[src/hdl/bemll_ram.sv]
// Generic 64-bit wide RAM with byte write enables and one registered read port.
// No dependencies.
module bemll_ram #(
	parameter int DEPTH = 16,
	parameter int AW    = 4
) (
	input  logic          clk,
	input  logic [7:0]    wr_be,
	input  logic [AW-1:0] wr_addr,
	input  logic [63:0]   wr_data,
	input  logic          rd_en,
	input  logic [AW-1:0] rd_addr,
	output logic [63:0]   rd_data
);

	logic [63:0] mem [DEPTH];

	always_ff @(posedge clk) begin
		for (int i = 0; i < 8; i++) begin
			if (wr_be[i]) begin
				mem[wr_addr][i*8 +: 8] <= wr_data[i*8 +: 8];
			end
		end
	end

	always_ff @(posedge clk) begin
		if (rd_en) begin
			rd_data <= mem[rd_addr];
		end
	end

endmodule

[config.mk]
export PLATFORM = sky130hd
export DESIGN_NAME = bemll_ram
export DESIGN_NICKNAME = d
export VERILOG_FILES = /design/src/hdl/bemll_ram.sv
export SDC_FILE = /design/constraint.sdc
export NUM_CORES = 1
export LEC_CHECK = 0
export ABC_AREA = 0
export BUFFER_PORTS_ARGS = -buffer_cell sky130_fd_sc_hd__buf_2
export CORE_ASPECT_RATIO = 0.7
export CORE_MARGIN = 2
export CORE_UTILIZATION = 25
export DETAILED_ROUTE_END_ITERATION = 16
export PLACE_DENSITY = 0.51
export SLEW_MARGIN = 25
export SYNTH_ARGS = -nofsm -noshare
export SYNTH_HDL_FRONTEND = slang
export SYNTH_SLANG_ARGS = --single-unit
[constraint.sdc]
create_clock -name clk -period 2.9 [get_ports clk]
set_clock_uncertainty 0.05 [all_clocks]
set_input_delay 0.145 -clock clk [delete_from_list [all_inputs] [get_ports clk]]
set_output_delay 0.145 -clock clk [all_outputs]
set_load 0.01 [all_outputs]
==> parameters.txt <==
Parameter                              Value

CTS
  Total clock sinks ... 1088
  CTS tree ... yes
  Root Driver ... clkbuf_16
  Number of H-tree branching levels ... 3
  Clock transition time at the flip-flop clock pins of the worst setup and hold paths ... 60 ps
  CTS buffer count ... 100
  Number of buffers on the longest clock path ... 3
  Post-CTS setup buffers ... 0
  Clock insertion delay at the later pin of the skew report ... 700 ps

STA
  Final count of hold timing violations ... 0
  Slew Limit Fails ... 0
  Worst slack on hold paths ... 108.7 ps
  Final-layout setup total negative slack ... 0 ps
  Peak clock frequency supported by timing ... 0.4937 GHz
  Part of the cycle the worst path needs ... 69.84%
  Worst setup slack after layout ... 874.5 ps
  Slew HR ... 35.36%
  Setup Viol. Count Final ... 0
  Slew of the pin with the lowest slew margin ... 964.3 ps
  Setup repair after global routing missed its margin ... no
  Final critical delay including setup and external delays ... 2025 ps

Status
  Outcome ... complete, no violations

Yosys
  Post-synthesis instance total ... 1782
  Mapped Avg Cell Area ... 23.03 µm²
  Share of cell area taken by muxes after synthesis ... 14.05%
  Post-Synth Simple-Gate Area ... 2.841%
  Main area contributors after synthesis ... edfxtp_1, mux4_2, a22oi_1
  Share of the synthesized area in compound gates (AO/OA/AOI/OAI) ... 2.341%
  Dominant combinational cell family by area after synthesis ... multiplexers
  Distinct cell type count after synthesis ... 15
  Synthesized cell area ... 41050 µm²
  Share of async-settable or async-resettable flops after synthesis ... 0%
  Share of the synthesized area in the top cell type ... 79.60%
  Number of flops mapped to enable cells by yosys ... 1088
  Number of nets produced by synthesis ... 1864
  Yosys reg bits ... 1088
  Fraction of synthesized cell area in xor and xnor cells ... 0%
  Flip-flop cell with the highest count after synthesis ... edfxtp_1
  Leading post-synthesis cells by instance count ... edfxtp_1, mux4_2, and2_1, a22oi_1, nand2_1
  Area leader, netlist ... edfxtp_1
  Synth warn ... 0
  Adder-cell area share of the yosys netlist ... 0%
  Most used standard cell by instance count after synthesis ... edfxtp_1
  Share of the yosys chip area belonging to registers ... 79.60%

Global routing
  Gr usage total ... 12.32%
  Total congestion overflow ... 0
  Wire length of the first global-routing pass ... 148000 µm
  Antenna violations before repair ... 22
  Largest net degree at the start of global routing ... 87
  Number of global-route vias before repair ... 19960

Routing
  Drc violations ... 0
  Final wirelength ... 104100 µm
  Via-to-Cell Ratio ... 4.408
  Wire length the detailed router placed on met1 ... 47170 µm
  Wire length on met2 ... 48510 µm
  Via count ... 19180
  Iteration count of the initial detailed-routing pass ... 5
  Highest metal used ... met5
  Antenna Violating Nets Remaining ... 0
  Initial DRC count ... 2023
  Met3 WL ... 6252 µm
  Average wire per cell in the routed design ... 23.91 µm

Critical path
  CP cell instances ... dlygate4sd3_1, buf_8, buf_12, mux4_2, a22oi_1, nand2_1
  Worst path buffer plus inverter count ... 3
  Critical setup path kind ... in -> reg
  Req. time, crit path ... 3210 ps
  Crit-path slowest cell ... dlygate4sd3_1
  Critical Path AT ... 2330 ps
  Nature of the critical path startpoint ... input port
  Maximum net fanout on the critical path ... 86
  Maximum cell stage delay along the critical path ... 590 ps
  Logic depth of the worst path, buffers included ... 6
  Critical path's top delay family ... buffers and inverters
  Length in cells of the worst reg-to-reg path ... 3
  Worst setup EP type ... register

Layout
  Layout cells sized above 1 ... 28.50%
  Filler cell count ... 15820
  Layout area overhead ... 18.45%
  Sequential cell area ... 32670 µm²
  Total area of multi-input combinational cells ... 7953 µm²
  Share of the core filled with cells ... 29.79%
  Net count of the finished layout ... 2145

Power
  Max rail drop VDD ... 0.4350 mV
  Leak ... 15.25 nW
  Pwr dens ... 673.2 nW/µm²

Die
  Number of placement rows ... 124
  Width of the chip ... 488.3 µm
  Count of pins on the block boundary ... 146
  Core outline area ... 163200 µm²
  Initial standard-cell utilization of the core ... 25.15%
  Height of the die ... 343.0 µm
  Overall die area ... 167500 µm²

Placed design
  Half-perimeter wire length after placement ... 67750 µm
  Worst setup timing slack at the placement stage ... 420.4 ps
  Weighted congestion at the end of routability-driven global placement ... 0.7397
  Port Buffer Count ... 145

Worst hold path
  Hold depth ... 2
  Class of the tightest hold or removal check ... in -> reg

Run
  Max capacitance violation total ... 0
final timing paths:
path / from / to / slack (ps)
setup / recovery: rd_addr[1] / rd_data[24]$_DFFE_PP_ / 870
hold / removal: wr_be[0] / mem[8][1]$_DFFE_PP_ / 110
setup reg to reg: mem[11][24]$_DFFE_PP_ / rd_data[24]$_DFFE_PP_ / 1030
hold reg to reg: mem[14][6]$_DFFE_PP_ / rd_data[6]$_DFFE_PP_ / 690
sequential cells by signal (all words and copies together), names as in the netlist:
register	count
mem	1024
rd_data	64
per-stage QoR:
stage | cell area, µm² | std cells | power [W]
finish | 48620 | 4352 | 0.03273
global placement | 44740 | 4100 | 0.01987
global route | 48610 | 4350 | 0.03380
floorplan | 41050 | 1782 | 0.01902
detailed placement | 44740 | 4100 | 0.01993
CTS | 48610 | 4349 | 0.03312
per-layer routing:
metal	global-route usage, %	up-vias
met1	17.56	10320
li1	-	8102
met4	2.844	4
met3	2.511	150
met2	19.35	612
met5	0	-
layout make-up:
type	count	share of cell area, %
flip-flops and latches	1088	67.20
multi-input cells	602	16.36
well taps	2205	5.675
clock buffers	130	5.510
repair buffers	271	4.159
clock inverters	53	1.081
diodes	3	0.01544
where the power goes:
| group | internal (W) | total (W) | switching [W] |
|---|---|---|---|
| Combinational | 0.000705 | 0.00180 | 0.00109 |
| Sequential | 0.0177 | 0.0178 | 0.000112 |
| Clock | 0.00733 | 0.0131 | 0.00578 |
| Total | 0.0257 | 0.0327 | 0.00699 |
what timing repair did:
| action | 4_1_cts | 5_1_grt |
|---|---|---|
| setup endpoints to repair | 0 | 0 |
| hold endpoints to repair | 1040 | 0 |
| gates resized for setup | 0 | 0 |
| hold buffers | 66 | 0 |
cells in the final DEF, fill, tap and decap left out, types with 3 or more instances in the layout:
cell,instances
nor2_1,9
nand2b_1,4
buf_12,13
and2_1,128
clkinvlp_4,5
buf_2,142
clkbuf_16,103
edfxtp_1,1088
nor3_2,6
nand2_1,66
clkinv_1,17
buf_4,48
diode_2,3
mux4_2,256
clkinv_2,15
dlygate4sd3_1,66
clkbuf_1,27
a22oi_1,128
bufinv_16,9
cells by family after synthesis:
kind of cell	Yosys count
AND/OR/NAND/NOR	218
multiplexers	256
AO/OA/AOI/OAI	128
flip-flops	1088
buffers and inverters	92
No activity file was read; power rests on OpenSTA's default activity.
