<file path="src/hdl/bemll_pkg.sv">
// Shared types, sizes and helpers for the big-endian memory with reservation.
// Used by the top level and bemll_resv; no dependencies.
package bemll_pkg;

	localparam int MEMORY_BYTES = 4194304;
	localparam int ROWS         = (MEMORY_BYTES + 7) / 8;
	localparam int BANK_ROWS    = (ROWS + 1) / 2;
	localparam int BANK_IDX_W   = (BANK_ROWS > 1) ? $clog2(BANK_ROWS) : 1;

	typedef enum logic [1:0] {
		FUNC_READ   = 2'd0,
		FUNC_WRITE  = 2'd1,
		FUNC_SET    = 2'd2,
		FUNC_CLEAR  = 2'd3
	} func_t;

	typedef struct packed {
		func_t       func;
		logic [31:0] address;
		logic [1:0]  width_code;
		logic [63:0] write_data;
	} cmd_word_t;

	typedef struct packed {
		logic [63:0] read_data;
		logic        fault;
		logic        reservation_match;
	} rsp_word_t;

	// One accepted operation as seen by the reservation monitor.
	typedef struct packed {
		logic        go;
		func_t       func;
		logic [31:0] address;
		logic [3:0]  nbytes;
		logic [32:0] end_addr;
		logic        fault;
	} resv_op_t;

	function automatic logic [3:0] width_bytes(input logic [1:0] wc);
		logic [3:0] n;
		case (wc)
			2'd0:    n = 4'd1;
			2'd1:    n = 4'd2;
			2'd2:    n = 4'd4;
			default: n = 4'd8;
		endcase
		return n;
	endfunction

	// Unused leading bytes of an 8-byte lane for a given width.
	function automatic logic [2:0] lead_pad(input logic [1:0] wc);
		logic [2:0] p;
		case (wc)
			2'd0:    p = 3'd7;
			2'd1:    p = 3'd6;
			2'd2:    p = 3'd4;
			default: p = 3'd0;
		endcase
		return p;
	endfunction

endpackage

</file>
<file path="src/hdl/bemll_resv.sv">
// Load-linked reservation monitor: holds one reserved span and reports matches.
// Depends on bemll_pkg.
module bemll_resv (
	input  logic                clk,
	input  logic                arst_n,
	input  bemll_pkg::resv_op_t op,
	output logic                match
);
	import bemll_pkg::*;

	logic        valid_q;
	logic [31:0] off_q;
	logic [3:0]  width_q;
	logic [32:0] resv_end;
	logic        overlap;
	logic        drop;

	assign match    = valid_q && (off_q == op.address) && (width_q == op.nbytes);
	assign resv_end = {1'b0, off_q} + 33'(width_q);
	assign overlap  = ({1'b0, op.address} < resv_end) && ({1'b0, off_q} < op.end_addr);
	// drop on an explicit clear, or on a good write that touches the span
	assign drop     = (op.func == FUNC_CLEAR) ||
	                  ((op.func == FUNC_WRITE) && !op.fault && valid_q && overlap);

	always_ff @(posedge clk or negedge arst_n) begin
		if (!arst_n) begin
			valid_q <= 1'b0;
			off_q   <= '0;
			width_q <= '0;
		end else if (op.go) begin
			if (op.func == FUNC_SET) begin
				valid_q <= 1'b1;
				off_q   <= op.address;
				width_q <= op.nbytes;
			end else if (drop) begin
				valid_q <= 1'b0;
				off_q   <= '0;
				width_q <= '0;
			end
		end
	end

endmodule

</file>
<file path="config.mk">
export PLATFORM = sky130hd
export DESIGN_NAME = bemll_resv
export DESIGN_NICKNAME = d
export VERILOG_FILES = /design/src/hdl/bemll_pkg.sv /design/src/hdl/bemll_resv.sv
export SDC_FILE = /design/constraint.sdc
export NUM_CORES = 1
export LEC_CHECK = 0
export BUFFER_PORTS_ARGS = -buffer_cell sky130_fd_sc_hd__buf_2
export CAP_MARGIN = 10
export CORE_MARGIN = 3
export CORE_UTILIZATION = 58
export DETAILED_ROUTE_END_ITERATION = 8
export GPL_ROUTABILITY_DRIVEN = 0
export HOLD_SLACK_MARGIN = 0.05
export PLACE_DENSITY_LB_ADDON = 0.25
export SLEW_MARGIN = 0
export SYNTH_ARGS = -nofsm -noshare
export SYNTH_HDL_FRONTEND = slang
export SYNTH_SLANG_ARGS = --single-unit
</file>
<file path="constraint.sdc">
create_clock -name clk -period 5.3 [get_ports clk]
set_input_delay 0.53 -clock clk [delete_from_list [all_inputs] [get_ports clk]]
set_output_delay 0.53 -clock clk [all_outputs]
set_load 0.05 [all_outputs]
</file>
==> impl_metrics.csv, run 1 <==
group,metric,value,unit
outcome,status,"complete, no violations",
clock_tree,htree_levels,2,
grt,antenna_found_initial,0,
clock_tree,cts_setup_buffers,0,
final_layout,final_cell_mix,"buf_2 (75), ha_1 (66), nand2_1 (55), xnor2_1 (39), dfrtp_1 (37)",
synth,ys_seq_elements,37,
grt,grt-ovfl-total,0,
setup_path,path_cells,"ha_1 > fa_1 > a21o_1 > a21oi_1 > nor2_1 > nand3_1 > xor2_1 > ha_1 > a21o_1 > a221o_1 > a221oi_1 > o2111ai_1 > o31a_1 > buf_12 > a32oi_1 > o21ai_2",
clock_tree,max-clock-path-buffers,2,
route,antenna_left,0,
setup_path,worstPathRequired,5.47,ns
sta,rsz0062_at_grt,"false",
clock_tree,cts.sinks,37,
placed_design,portBuffers,75,
synth,synth-seq-area-share,21.3,%
setup_path,r2r-start,"off_q[0]",
pwr,pwr_density_cell,514,mW/mm²
sta,drv_slew,0,
sta,worstMarginPinSlew,1.20,ns
setup_path,cp_slowest_cell,"dfrtp_1",
synth,netlist_area,0.00435,mm²
grt,grt_util_all_layers,26.9,%
clock_tree,post_cts_resize_count,0,
setup_path,critical_path.max_stage_delay,0.45,ns
route,drt-vias-per-instance,6.23,
setup_path,path_buf_inv,1,
route,num_vias,4110,
clock_tree,cts_tree,"done",
sta,fin_crit,4.63,ns
sta,finalWorstSetupSlack,0.668,ns
synth,synth_ff_type,"dfrtp_1",
final_layout,nets,705,
setup_path,cp_top_family,"compound AO/OA/AOI/OAI gates",
min_path,hold_path.class,"in -> async",
setup_path,start_kind,"flop",
sta,fmax,216,MHz
sta,period_share,87.4,%
placed_design,pre_cts_slack,0.713,ns
synth,synth_edf_count,0,
clock_tree,hold_buffers,0,
sta,setup-tns-final,0,ns
setup_path,cp_max_fo,28,
synth,yosysWarningCount,0,
die,die_y,92.6,µm
route,firstDrtPassIters,5,
die,core_area,0.00702,mm²
setup_path,crit_arrival,4.80,ns
synth,synth.distinct_cells,47,
flow_run,max-cap-violations,0,
synth,synth_nets,647,
sta,hold_viol_final,0,
final_layout,drive_above_1_share,22.3,%
final_layout,area_growth,12.5,%
sta,fin_skew,0.00429,ns
route,wl_per_cell,17.3,µm
die,row_count,30,
clock_tree,cts_buffers,5,
final_layout,n_antenna_cell,0,
sta,setup_violations,0,
placed_design,place_hpwl,8780,µm
clock_tree,path_clk_slew,0.08,ns
route,drc,0,
setup_path,r2r_cells,16,
synth,async_flop_share,100,%
pwr,p_leak,2.23,nW
final_layout,final_common_cell,"buf_2",
synth,synthCells,505,
pwr,vdd_drop_max,0.235,mV
die,start_util,61.9,%
setup_path,rrSetupSlack,0.67,ns
die,die-area,0.00857,mm²
placed_design,dpl.cell_count,652,
synth,avgSynthCellArea,8.61,µm²
sta,slew_headroom,20.1,%
route,drt_iter0_drc,239,
die,io_pins,76,
clock_tree,clk_latency,0.30,ns
die,die_x,92.6,µm
setup_path,critPathKind,"reg -> reg",
grt,grt_pass1_wl,18800,µm
setup_path,cp-end-kind,"flop",
final_layout,fin_cells,660,
grt,grt_start_max_net_pins,40,
final_layout,n_fill_cell,553,
setup_path,timing.rr.end,"off_q[22]",
route,totalWireLength,11500,µm
clock_tree,clock-root-buffer,"clkbuf_8",
grt,grt_pass1_vias,3935,
-- report_power, final --
group	internal [mW]	switching [mW]
logic	0.687	0.800
clock network	0.187	0.113
registers	0.419	0.311
total	1.29	1.22
-- worst max-delay path by stage --
stage	startpoint	endpoint	slack, ns	depth (start not counted)
detailed placement	off_q[0]	off_q[3]	0.71	16
floorplan	off_q[0]	off_q[16]	1.22	17
global route	off_q[1]	width_q[0]	0.38	17
finish	off_q[0]	off_q[22]	0.67	16
CTS	off_q[0]	off_q[22]	0.70	16
global placement	off_q[0]	off_q[10]	0.91	16
-- worst reg2reg max path, delay by kind of cell, from the launching register on --
family / cells / cell delay [ns]
fa+ha+maj: 3 / 0.94
compound gates: 9 / 2.38
buf+inv: 1 / 0.24
simple gates: 2 / 0.32
flops: 1 / 0.45
xor+xnor: 1 / 0.17
-- state kept, by name (all words and copies together) (netlist names) --
| name | cells |
|---|---|
| off_q | 32 |
| valid_q | 1 |
| width_q | 4 |
-- synthesized netlist by cell type, types with 3 or more instances --
cell type / n / area share (%)
a21o_1: 8 / 1.4
a21oi_1: 25 / 2.9
a32oi_1: 36 / 7.3
and3_1: 4 / 0.58
and4_1: 4 / 0.81
buf_2: 4 / 0.46
buf_6: 3 / 0.78
clkbuf_1: 21 / 1.8
dfrtp_1: 37 / 21
ha_1: 66 / 19
inv_1: 35 / 3.0
nand2_1: 55 / 4.7
nand3_1: 18 / 2.1
nand4_1: 26 / 3.7
nor2_1: 13 / 1.1
nor3b_1: 5 / 0.86
nor4_1: 5 / 0.72
o21ai_0: 13 / 1.5
o21ai_2: 30 / 6.0
xnor2_1: 39 / 7.9
xor2_1: 27 / 5.4
-- cell type report --
cell class                      count  area [µm²]  share of cell area (%)
Clock buffer                        5        68.8                    1.41
Clock inverter                      3        65.1                    1.33
Inverter                           35         131                    2.68
Multi-Input combinational cell    404        3160                    64.5
Sequential cell                    37         926                    18.9
Tap cell                           96         120                    2.45
Timing Repair Buffer               80         425                    8.69
-- routing by layer --
layer | vias to the layer above | GRT usage, % | part of all wire [%]
met2 | 139 | 44.7 | 48
li1 | 1984 | - | -
met4 | 0 | 9.41 | 2.6
met1 | 1963 | 35.5 | 44
met3 | 24 | 3.98 | 5.4
met5 | - | 0 | 0
-- per-stage QoR --
stage | power [mW] | utilization, % | hold WS [ns] | area, µm²
after floorplan | 1.79 | - | 0.234 | 4350
after global placement | 2.11 | 67.8 | 0.574 | 4760
after detailed placement | 2.20 | 67.8 | 0.584 | 4760
after CTS | 2.51 | 69.7 | 0.370 | 4890
after global routing | 2.73 | 69.7 | 0.407 | 4890
final | 2.52 | 69.7 | 0.325 | 4890
-- cell families after synthesis --
family                     after synthesis  synth area share (%)
and+or+nand+nor                        143                  16.9
DFF                                     37                  21.3
buffers and inverters                   64                  6.16
AOI/OAI and AO/OA                      128                  22.9
xor gates and xnor gates                66                  13.3
adders and majority gates               67                  19.5
Power figures use the tool's default switching activity.
==> inputs of run 2 (changes only) <==
--- a/config.mk
+++ b/config.mk
@@ -8,7 +8,8 @@
 export BUFFER_PORTS_ARGS = -buffer_cell sky130_fd_sc_hd__buf_2
 export CAP_MARGIN = 10
 export CORE_MARGIN = 3
-export CORE_UTILIZATION = 58
+export CORE_UTILIZATION = 53
+export CTS_BUF_LIST = sky130_fd_sc_hd__clkbuf_4 sky130_fd_sc_hd__clkbuf_8
 export DETAILED_ROUTE_END_ITERATION = 8
 export GPL_ROUTABILITY_DRIVEN = 0
 export HOLD_SLACK_MARGIN = 0.05
==> constraint.sdc (replaced) <==
create_clock -name clk -period 3.8 [get_ports clk]
set_input_delay 0.38 -clock clk [delete_from_list [all_inputs] [get_ports clk]]
set_output_delay 0.38 -clock clk [all_outputs]
set_load 0.05 [all_outputs]
==> impl_metrics.csv, run 2 (synthesis gave the netlist of run 1 again) <==
group,metric,value,unit
die,start_util,55.4,%
final_layout,nets,754,
placed_design,portBuffers,75,
clock_tree,cts.sinks,37,
route,antenna_left,0,
setup_path,path_buf_inv,2,
pwr,vdd_drop_max,0.442,mV
setup_path,critPathKind,"reg -> reg",
placed_design,pre_cts_slack,-0.350,ns
sta,setup_violations,37,
sta,worstMarginPinSlew,0.897,ns
final_layout,n_fill_cell,609,
sta,fin_crit,4.11,ns
final_layout,regMostFlops,"off_q",
final_layout,final_cell_mix,"buf_2 (75), ha_1 (64), nand2_1 (54), buf_4 (49), xnor2_1 (38)",
pwr,seq_power_share,19.3,%
sta,drv_slew,0,
setup_path,worstPathRequired,3.98,ns
setup_path,critical_path.max_stage_delay,0.45,ns
min_path,hold_path.class,"in -> async",
setup_path,cp_top_family,"compound AO/OA/AOI/OAI gates",
setup_path,crit_arrival,4.29,ns
pwr,p_sw_share,47.5,%
final_layout,area_growth,28.5,%
sta,period_share,108,%
pwr,switching_power,2.07,mW
setup_path,cp-end-kind,"flop",
pwr,p_leak,2.58,nW
clock_tree,clock-root-buffer,"clkbuf_8",
die,row_count,32,
sta,fin_skew,0.00702,ns
setup_path,path_cells,"ha_4 > a21o_1 > a21o_1 > a21oi_2 > nor3b_2 > buf_4 > nand3_1 > xor2_1 > ha_1 > and2_4 > a221o_1 > a221oi_4 > o2111ai_2 > o31a_4 > clkbuf_16 > a32oi_1 > o21ai_2",
route,drt_iter0_drc,354,
final_layout,utilization,71.2,%
final_layout,seqCellArea,927,µm²
route,drt-vias-per-instance,6.26,
setup_path,cp_slowest_cell,"o31a_4",
pwr,power_frac_comb,73.8,%
setup_path,cp_max_fo,8,
grt,antenna_found_initial,0,
pwr,intPower,2.28,mW
clock_tree,cts_tree,"done",
clock_tree,max-clock-path-buffers,2,
grt,grt-ovfl-total,0,
final_layout,final_common_cell,"buf_2",
clock_tree,path_clk_slew,0.07,ns
final_layout,drive_above_1_share,35.5,%
route,wl_per_cell,18.7,µm
final_layout,multi_input_area,0.00345,mm²
die,die_y,96.6,µm
sta,rsz0062_at_grt,"true",
die,core_area,0.00785,mm²
clock_tree,htree_levels,2,
route,drc,0,
grt,grt_start_max_net_pins,38,
route,firstDrtPassIters,5,
flow_run,max-cap-violations,0,
grt,grt_pass1_wl,20700,µm
sta,slew_headroom,40.2,%
final_layout,n_antenna_cell,0,
grt,grt_pass1_vias,4416,
pwr,pwr_density_cell,778,mW/mm²
setup_path,cp_common_cell,"a21o_1",
sta,hold_viol_final,0,
sta,finalWorstSetupSlack,-0.312,ns
sta,setup-tns-final,-9.29,ns
die,die-area,0.00933,mm²
route,totalWireLength,13400,µm
final_layout,largest_reg_flops,32,
placed_design,place_hpwl,9540,µm
outcome,status,"finished with violations",
setup_path,start_kind,"flop",
clock_tree,clk_latency,0.30,ns
sta,hold-worst-slack,0.205,ns
final_layout,reg.largest.list,"off_q: 32 flops, width_q: 4 flops, valid_q: 1 flops",
route,num_vias,4473,
sta,fmax,243,MHz
die,io_pins,76,
pwr,power.share.clock,6.9,%
grt,grt_util_all_layers,28.5,%
outcome,violations,"setup timing",
die,die_x,96.6,µm
clock_tree,cts_buffers,5,
run 2: worst paths after layout:
| kind | start | endpoint | slack, ns | cells past startpoint |
|---|---|---|---|---|
| max in group asynchronous | arst_n | off_q[1] | 2.98 | 1 |
| min reg2reg | valid_q | valid_q | 0.60 | 2 |
| min | arst_n | off_q[21] | 0.21 | 1 |
| max | width_q[1] | off_q[31] | -0.31 | 17 |
| max reg2reg | width_q[1] | off_q[31] | -0.31 | 17 |
| min in group clk | op[36] | width_q[2] | 0.32 | 3 |
run 2: metrics by stage:
step / instances / total power [mW] / cell area, µm²
after detailed placement: 696 / 3.35 / 5070
after floorplan: 505 / 2.55 / 4390
final: 714 / 4.35 / 5590
after CTS: 709 / 4.12 / 5470
after global routing: 714 / 4.66 / 5590
after global placement: 696 / 3.23 / 5070
run 2: layout make-up:
| class | instances | share of cell area, % |
|---|---|---|
| multi-input combinational | 404 | 61.7 |
| clock buffer | 7 | 1.61 |
| sequential | 37 | 16.6 |
| tap | 102 | 2.28 |
| inverter | 35 | 2.35 |
| timing repair buffer | 129 | 15.4 |
run 2: per-layer routing:
| metal | part of all wire [%] | global-route usage, % |
|---|---|---|
| met2 | 50 | 49.9 |
| met1 | 41 | 35.5 |
| met4 | 2.5 | 10.5 |
| met5 | 0 | 0 |
| met3 | 6.4 | 4.03 |
run 2: timing repair:
item / in CTS / in global routing
setup buffers: 5 / 4
resized for setup: 47 / 10
hold buffers: 0 / 0
pin swaps: 5 / 22
setup endpoints to repair: 37 / 37
cloned: 2 / 1
run 2: worst reg2reg max path: stages (launching register included):
cell and delay, ns:
dfrtp_1 0.44, ha_4 0.30, a21o_1 0.12, a21o_1 0.15, a21oi_2 0.09, nor3b_2 0.26
buf_4 0.17, nand3_1 0.09, xor2_1 0.16, ha_1 0.28, and2_4 0.14, a221o_1 0.37
a221oi_4 0.31, o2111ai_2 0.17, o31a_4 0.45, clkbuf_16 0.20, a32oi_1 0.22, o21ai_2 0.08
run 2: power groups by stage:
stage          Combinational (mW)  Sequential (mW)  Clock [mW]
2_1_floorplan                1.74            0.816           0
3_3_place_gp                 2.42            0.810           0
3_5_place_dp                 2.53            0.821           0
4_1_cts                      3.00            0.819       0.303
5_1_grt                      3.48            0.860       0.314
6_report                     3.21            0.839       0.300
==> inputs of run 3 (changes only) <==
==> constraint.sdc (replaced) <==
create_clock -name clk -period 3.8 [get_ports clk]
set_input_delay 0.95 -clock clk [delete_from_list [all_inputs] [get_ports clk]]
set_output_delay 0.95 -clock clk [all_outputs]
set_load 0.05 [all_outputs]
==> impl_metrics.csv, run 3 (synthesis gave the netlist of run 1 again) <==
group,metric,value,unit
final_layout,regMostFlops,"off_q",
placed_design,place_hpwl,9550,µm
pwr,p_leak,2.50,nW
sta,fin_skew,0.00789,ns
final_layout,final_common_cell,"buf_2",
sta,fmax,256,MHz
die,die_x,96.6,µm
die,core_area,0.00785,mm²
clock_tree,clock-root-buffer,"clkbuf_8",
clock_tree,cts_buffers,5,
pwr,intPower,2.07,mW
pwr,vdd_drop_max,0.434,mV
grt,grt-ovfl-total,0,
setup_path,path_buf_inv,2,
placed_design,pre_cts_slack,-0.261,ns
final_layout,nets,750,
route,num_vias,4332,
final_layout,reg.largest.list,"off_q: 32 flops, width_q: 4 flops, valid_q: 1 flops",
outcome,violations,"setup timing",
sta,slew_headroom,43.1,%
final_layout,final_cell_mix,"buf_2 (74), ha_1 (64), nand2_1 (55), buf_4 (46), xnor2_1 (38)",
outcome,status,"finished with violations",
setup_path,critPathKind,"reg -> reg",
setup_path,cp_common_cell,"a21o_1",
grt,grt_start_max_net_pins,38,
placed_design,portBuffers,75,
pwr,p_sw_share,48.8,%
final_layout,n_antenna_cell,0,
sta,fin_crit,3.91,ns
setup_path,start_kind,"flop",
clock_tree,path_clk_slew,0.08,ns
route,wl_per_cell,17.9,µm
clock_tree,clk_latency,0.30,ns
clock_tree,cts_tree,"done",
final_layout,largest_reg_flops,32,
sta,period_share,103,%
setup_path,worstPathRequired,3.98,ns
clock_tree,cts.sinks,37,
min_path,hold_path.class,"reg -> reg",
die,io_pins,76,
die,start_util,55.4,%
route,drc,0,
sta,rsz0062_at_grt,"true",
pwr,pwr_density_cell,740,mW/mm²
sta,drv_slew,0,
clock_tree,hold_buffers,0,
clock_tree,max-clock-path-buffers,2,
route,drt-vias-per-instance,6.09,
setup_path,critical_path.max_stage_delay,0.46,ns
grt,grt_pass1_vias,4137,
grt,antenna_found_initial,0,
die,row_count,32,
flow_run,max-cap-violations,0,
setup_path,cp_max_fo,7,
pwr,seq_power_share,20.9,%
setup_path,r2r-start,"off_q[1]",
setup_path,cp-end-kind,"flop",
setup_path,path_cells,"ha_4 > a21o_1 > a21o_1 > a21oi_2 > nor3b_2 > and2_0 > buf_4 > nand4_1 > xor2_1 > ha_1 > a21o_1 > a21oi_2 > nor3b_4 > o2111ai_1 > o31a_1 > buf_6 > a32oi_2 > o21ai_2",
setup_path,cp_top_family,"compound AO/OA/AOI/OAI gates",
grt,grt_pass1_wl,20100,µm
grt,grt_util_all_layers,27.8,%
die,die-area,0.00933,mm²
sta,worstMarginPinSlew,0.854,ns
route,drt_iter0_drc,265,
min_path,min_from,"valid_q",
pwr,switching_power,1.97,mW
route,antenna_left,0,
sta,hold_viol_final,0,
setup_path,cp_slowest_cell,"dfrtp_2",
final_layout,drive_above_1_share,34.3,%
sta,setup_violations,36,
clock_tree,htree_levels,2,
sta,hold-worst-slack,0.638,ns
pwr,power_frac_comb,71.8,%
sta,finalWorstSetupSlack,-0.107,ns
final_layout,area_growth,25.6,%
setup_path,startpoint,"off_q[1]",
pwr,power.share.clock,7.3,%
route,totalWireLength,12700,µm
die,die_y,96.6,µm
setup_path,crit_arrival,4.09,ns
route,firstDrtPassIters,5,
[run 3: cell types whose count changed in the layout (fill, tap and decap cells not counted), moves of 3 or more]
| cell | previous run | this run |
|---|---|---|
| a32oi_1 | 13 | 17 |
| buf_6 | 0 | 4 |
| a32oi_2 | 23 | 19 |
| buf_4 | 49 | 46 |
[run 3: final timing paths]
kind / end / slack, ns / depth (start not counted)
min in group asynchronous: off_q[2] / 0.75 / 1
hold / removal: valid_q / 0.64 / 2
hold reg to reg: valid_q / 0.64 / 2
max in group asynchronous: width_q[1] / 2.46 / 1
setup reg to reg: width_q[3] / -0.11 / 18
setup / recovery: width_q[3] / -0.11 / 18
[run 3: cell type report]
cell class / instances / area, µm²
clock buffer: 6 / 76.3
clock inverter: 2 / 10.0
fill: 638 / 2390
inverter: 35 / 131
multi-input combinational: 404 / 3410
sequential: 37 / 928
tap: 102 / 128
timing repair buffer: 125 / 781
[run 3: repair_timing]
item,4_1_cts,5_1_grt
pin swaps,2,8
setup buffers,6,2
setup endpoints to repair,37,38
cloned,1,0
gates resized for setup,29,19
[run 3: power by group through the flow]
stage	clock [mW]	combinational (mW)	sequential, mW
after floorplan	0	1.72	0.816
final	0.294	2.90	0.846
after global routing	0.304	3.18	0.876
after CTS	0.291	2.77	0.831
after detailed placement	0	2.55	0.826
after global placement	0	2.44	0.817
[run 3: metal layers]
layer | global-route usage (%) | share of wire (%) | wire length [µm]
met5 | 0 | 0 | 0
met4 | 6.31 | 1.3 | 161
met3 | 3.87 | 6.7 | 854
met2 | 47.9 | 49 | 6210
met1 | 37.0 | 43 | 5500
[run 3: stage by stage]
step | util, % | setup TNS, ns | instances | instance area, µm² | power [mW]
finish | 69.6 | -2.63 | 711 | 5460 | 4.04
global route | 69.6 | -8.89 | 711 | 5460 | 4.36
CTS | 68.5 | -1.16 | 709 | 5380 | 3.89
detailed placement | 64.8 | -8.20 | 695 | 5080 | 3.37
global placement | 64.8 | -5.10 | 695 | 5080 | 3.25
floorplan | - | -0.204 | 505 | 4390 | 2.54
[run 3: tightest hold or removal path: cells and delay by family, from the launching register on]
kind / cells / cell delay (ns)
AND/OR/NAND/NOR: 1 / 0.10
flip-flops: 1 / 0.46
AO/OA/AOI/OAI: 1 / 0.05
